--- src/rtl/pfct_pkg.sv ---
// Types and constants of the frustum clip test core.
`timescale 1ns / 1ps
package pfct_pkg;

	localparam int NUM_REGS  = 8;
	localparam int REG_W     = 64;
	localparam int IDX_W     = 8;   // config index port width
	localparam int REG_SEL_W = $clog2(NUM_REGS);
	localparam int COEF_W    = 32;
	localparam int NUM_COEF  = 16;
	localparam int PROD_W    = 2 * COEF_W;
	localparam int PAIR_W    = PROD_W + 1;
	localparam int ROW_W     = PROD_W + 2;
	localparam int CMP_W     = ROW_W + 1;
	localparam int FRAC_W    = 16;

	// Config register indexes
	localparam logic [REG_SEL_W-1:0] REG_COL0_ROWS01 = 3'd0;
	localparam logic [REG_SEL_W-1:0] REG_COL0_ROWS23 = 3'd1;
	localparam logic [REG_SEL_W-1:0] REG_COL1_ROWS01 = 3'd2;
	localparam logic [REG_SEL_W-1:0] REG_COL1_ROWS23 = 3'd3;
	localparam logic [REG_SEL_W-1:0] REG_COL2_ROWS01 = 3'd4;
	localparam logic [REG_SEL_W-1:0] REG_COL2_ROWS23 = 3'd5;
	localparam logic [REG_SEL_W-1:0] REG_COL3_ROWS01 = 3'd6;
	localparam logic [REG_SEL_W-1:0] REG_COL3_ROWS23 = 3'd7;

	// Reset contents: identity matrix in Q16.16
	localparam logic [REG_W-1:0] ONE_LO = 64'h0000_0000_0001_0000;
	localparam logic [REG_W-1:0] ONE_HI = 64'h0001_0000_0000_0000;

	typedef logic signed [COEF_W-1:0] pfct_coef_t;
	typedef pfct_coef_t [NUM_COEF-1:0] pfct_mat_t;

	typedef struct packed {
		logic [15:0]        entry_index;
		logic               visible;
		logic signed [31:0] pos_x;
		logic signed [31:0] pos_y;
		logic signed [31:0] pos_z;
	} pfct_in_t;

	typedef struct packed {
		logic [15:0] result_index;
		logic        inside_res;
	} pfct_out_t;

	// Clip-space coordinates handed from the transform to the compare stage
	typedef struct packed {
		logic                    valid;
		logic [15:0]             index;
		logic                    visible;
		logic signed [ROW_W-1:0] cx;
		logic signed [ROW_W-1:0] cy;
		logic signed [ROW_W-1:0] cz;
		logic signed [ROW_W-1:0] cw;
	} pfct_clip_t;

endpackage

--- src/rtl/pfct_cmp.sv ---
// Clip-space bounds compare and result register.
`timescale 1ns / 1ps
module pfct_cmp (
	input  logic                 clk,
	input  logic                 arst_n,
	input  pfct_pkg::pfct_clip_t clip,
	output logic                 result_valid,
	output pfct_pkg::pfct_out_t  result
);
	import pfct_pkg::*;

	logic signed [CMP_W-1:0] x_lo, x_hi, y_lo, y_hi, z_hi;
	logic                    w_pos, in_box;
	logic                    valid_s4;
	logic [15:0]             index_s4;
	logic                    inside_s4;

	// -w <= c  <=>  c + w >= 0 ; c <= w  <=>  w - c >= 0
	always_comb begin
		x_lo   = CMP_W'(clip.cx) + CMP_W'(clip.cw);
		x_hi   = CMP_W'(clip.cw) - CMP_W'(clip.cx);
		y_lo   = CMP_W'(clip.cy) + CMP_W'(clip.cw);
		y_hi   = CMP_W'(clip.cw) - CMP_W'(clip.cy);
		z_hi   = CMP_W'(clip.cw) - CMP_W'(clip.cz);
		w_pos  = !clip.cw[ROW_W-1] && (clip.cw != '0);
		in_box = clip.visible && w_pos && !x_lo[CMP_W-1] && !x_hi[CMP_W-1]
			&& !y_lo[CMP_W-1] && !y_hi[CMP_W-1] && !clip.cz[ROW_W-1]
			&& !z_hi[CMP_W-1];
	end

	always_ff @(posedge clk or negedge arst_n) begin
		if (!arst_n) begin
			valid_s4 <= 1'b0;
		end else begin
			valid_s4 <= clip.valid;
		end
	end

	always_ff @(posedge clk) begin
		index_s4  <= clip.index;
		inside_s4 <= in_box;
	end

	assign result_valid        = valid_s4;
	assign result.result_index = index_s4;
	assign result.inside_res   = inside_s4;

endmodule

--- config.mk ---
export PLATFORM = sky130hd
export DESIGN_NAME = pfct_cmp
export DESIGN_NICKNAME = d
export VERILOG_FILES = /design/src/rtl/pfct_pkg.sv /design/src/rtl/pfct_cmp.sv
export SDC_FILE = /design/constraint.sdc
export NUM_CORES = 1
export LEC_CHECK = 0
export BUFFER_PORTS_ARGS = -buffer_cell sky130_fd_sc_hd__clkbuf_2
export CORE_MARGIN = 4
export CORE_UTILIZATION = 48
export CTS_BUF_LIST = sky130_fd_sc_hd__clkbuf_8
export DETAILED_ROUTE_END_ITERATION = 10
export PLACE_DENSITY = 0.81
export REMOVE_ABC_BUFFERS = 1
export SLEW_MARGIN = 20
export SYNTH_ARGS = -nofsm -noshare
export SYNTH_HDL_FRONTEND = slang
export SYNTH_SLANG_ARGS = --single-unit
export TNS_END_PERCENT = 1
--- constraint.sdc ---
create_clock -name clk -period 0.8 [get_ports clk]
set_input_delay 0.16 -clock clk [delete_from_list [all_inputs] [get_ports clk]]
set_output_delay 0.16 -clock clk [all_outputs]
set_load 0.05 [all_outputs]
==> impl_metrics.yaml <==
outcome:
  status: "complete, but fails checks"
  violations: "negative setup slack"
critical_path:
  crit_family: "compound AO/OA/AOI/OAI gates"
  crit_path_end_kind: "flop"
  path_cells: "clkbuf_2 -> inv_1 -> ha_4 -> nor3_2 -> buf_4 -> nand4b_1 -> nor3_4 -> nand4_1 -> a21oi_2 -> o31ai_2 -> a211o_1 -> a2111oi_2"
  critPathMaxStageDelay_ps: 340
  slowest_stage: "a2111oi_2"
  critPathBufInv: 3
  path_class: "in2reg"
  crit_fanout: 4
  required_ps: 960
  arrival_ps: 2440
  cp-start-kind: "primary input"
floorplanning:
  die_w_um: 140
  ios: 302
  die_h_um: 140
  coreArea_mm2: 0.0172
  start_util: 0.488
  rows: 48
  die-area_mm2: 0.0197
timing:
  drv_slew: 0
  setup_viol: 19
  slew_headroom: 0.644
  fin_crit_sh: 2.86
  hold_viol_final: 0
  period_needed_ps: 2290
  setup_tns_ps: -3410
  hold_slack_ps: 1.79
  grt_setup_unrepaired: "true"
  tightest_slew_ps: 529
  max_freq_ghz: 0.437
  setup_ws_ps: -1490
layout:
  final_cells: 1987
  drive_above_1_share: 0.426
  area_growth_pct: 64.3
  stdcell_area_mm2: 0.0138
  final_util: 0.801
  layout_commonest_cell: "buf_4"
  mostFrequentLayoutCells: "buf_4, ha_1, clkbuf_2, inv_1, a21oi_1"
  fillCellCount: 1104
  final_nets: 2371
place:
  io_buffers: 301
  gp_congestion: 1.01
  dp_cells: 1977
  hpwl_um: 29400
  dpl_cell_area_mm2: 0.0127
synthesis:
  ys.flop_type: "dfxtp_1"
  yosysWarnings: 0
  synth-edff-count: 0
  yosys.cell_types.count: 52
  async_flop_share: 0.0556
  ys_seq_area_frac: 0.0435
  synthCells: 1115
  ys_ff_latch: 18
  netlist_area_mm2: 0.00840
  syn_avg_cell_area_um2: 7.54
routing:
  initialDrtViolationCount: 567
  first_pass_iters: 7
  via_count: 10881
  routed_wl_um: 35500
  vias_per_cell: 5.48
  wl_per_cell_um: 17.8
  antenna_left: 0
  drc: 0
clocking:
  cts-buffers-inserted: 3
  cts_root_buf: "clkbuf_8"
  clkTransAtPathRegs_ps: 70
  cts_buffer_depth: 2
  cts_tree: "done"
  cts.sinks: 18
  htreeDepth: 1
grt:
  grt_pass1_vias: 11415
  grt_pass1_wl_um: 54400
  grt_use_total: 0.335
  grt_max_degree: 11
  antenna_found_initial: 1
  grt_overflow: 0
min_path:
  holdPathEnd: "index_s4[11]"
  min_from: "clip[276]"
  hp-class: "in2reg"
  worstHoldPathCells: 1
run:
  drv_cap: 0
pwr:
  leakagePower_nw: 7.98
  peakVddDrop_mv: 1.41
  power_density_mw_per_mm2: 658
## cells by family (layout without fill, tap and decap cells)
family	count (synthesis)	in the layout	synth area share
AO/OA/AOI/OAI	270	270	0.199
other	0	1	0
AND/OR/NAND/NOR	250	250	0.160
adder cells (fa/ha/maj)	325	325	0.484
flip-flops	18	18	0.0435
buffers and inverters	251	897	0.113
XOR/XNOR	1	1	0.00104
## layer usage
layer  vias to the layer above  wire, µm  share of wire  track usage
met1                      5027     13000           0.37        0.357
li1                       5206         -              -            -
met5                         -         0              0            0
met3                       156      2400          0.068       0.0393
met2                       492     18000           0.51        0.648
met4                         0      2100          0.059        0.156
## flip-flops by register name (all words and copies together) (netlist names)
register / cells
index_s4: 16
result_valid: 1
inside_s4: 1
## Yosys cell counts, types with 15 or more instances
| master | count | share of area |
|---|---|---|
| ha_1 | 325 | 0.48 |
| inv_1 | 249 | 0.11 |
| nor4_1 | 34 | 0.025 |
| nand2_1 | 50 | 0.022 |
| dfxtp_1 | 17 | 0.040 |
| nand3_1 | 15 | 0.0089 |
| nand4_1 | 36 | 0.027 |
| nor2b_1 | 15 | 0.011 |
| a21oi_1 | 121 | 0.072 |
| a21o_1 | 17 | 0.015 |
| o21ai_0 | 37 | 0.022 |
| nor2_1 | 53 | 0.024 |
## layout make-up
type / instances / area, µm² / area share
multi-input combinational: 846 / 7790 / 0.564
timing repair buffer: 643 / 4360 / 0.315
inverter: 250 / 938 / 0.0680
sequential: 18 / 385 / 0.0279
tap: 225 / 282 / 0.0204
clock buffer: 4 / 55.1 / 0.00399
antenna: 1 / 2.50 / 0.000181
## through the flow
| stage | power, mW | worst slack, ps |
|---|---|---|
| floorplan | 3.85 | -1510 |
| global placement | 7.18 | -2000 |
| detailed placement | 7.45 | -2040 |
| CTS | 8.62 | -1390 |
| global route | 9.77 | -1630 |
| finish | 9.08 | -1490 |
## power by group
| part | total, mW | switching [mW] | internal (mW) |
|---|---|---|---|
| clock | 0.758 | 0.321 | 0.437 |
| combinational | 7.33 | 3.66 | 3.67 |
| sequential | 0.987 | 0.0347 | 0.952 |
| total | 9.08 | 4.02 | 5.06 |
## how the worst max path moves through the flow
stage | start | end | depth (start not counted) | slack [ps]
after global placement | clip[59] | inside_s4 | 12 | -2000
after CTS | clip[230] | inside_s4 | 12 | -1390
after floorplan | clip[258] | inside_s4 | 9 | -1510
final | clip[231] | inside_s4 | 12 | -1490
after global routing | clip[48] | inside_s4 | 11 | -1630
after detailed placement | clip[59] | inside_s4 | 12 | -2040
## repair_timing
item,in CTS,in global routing
gates resized for setup,128,45
endpoints found under the setup margin,19,19
pin swaps,26,25
gates cloned,0,0
buffers inserted,3,1
endpoints found under the hold margin,1,0
hold buffers,1,0
Power figures use the tool's default switching activity.
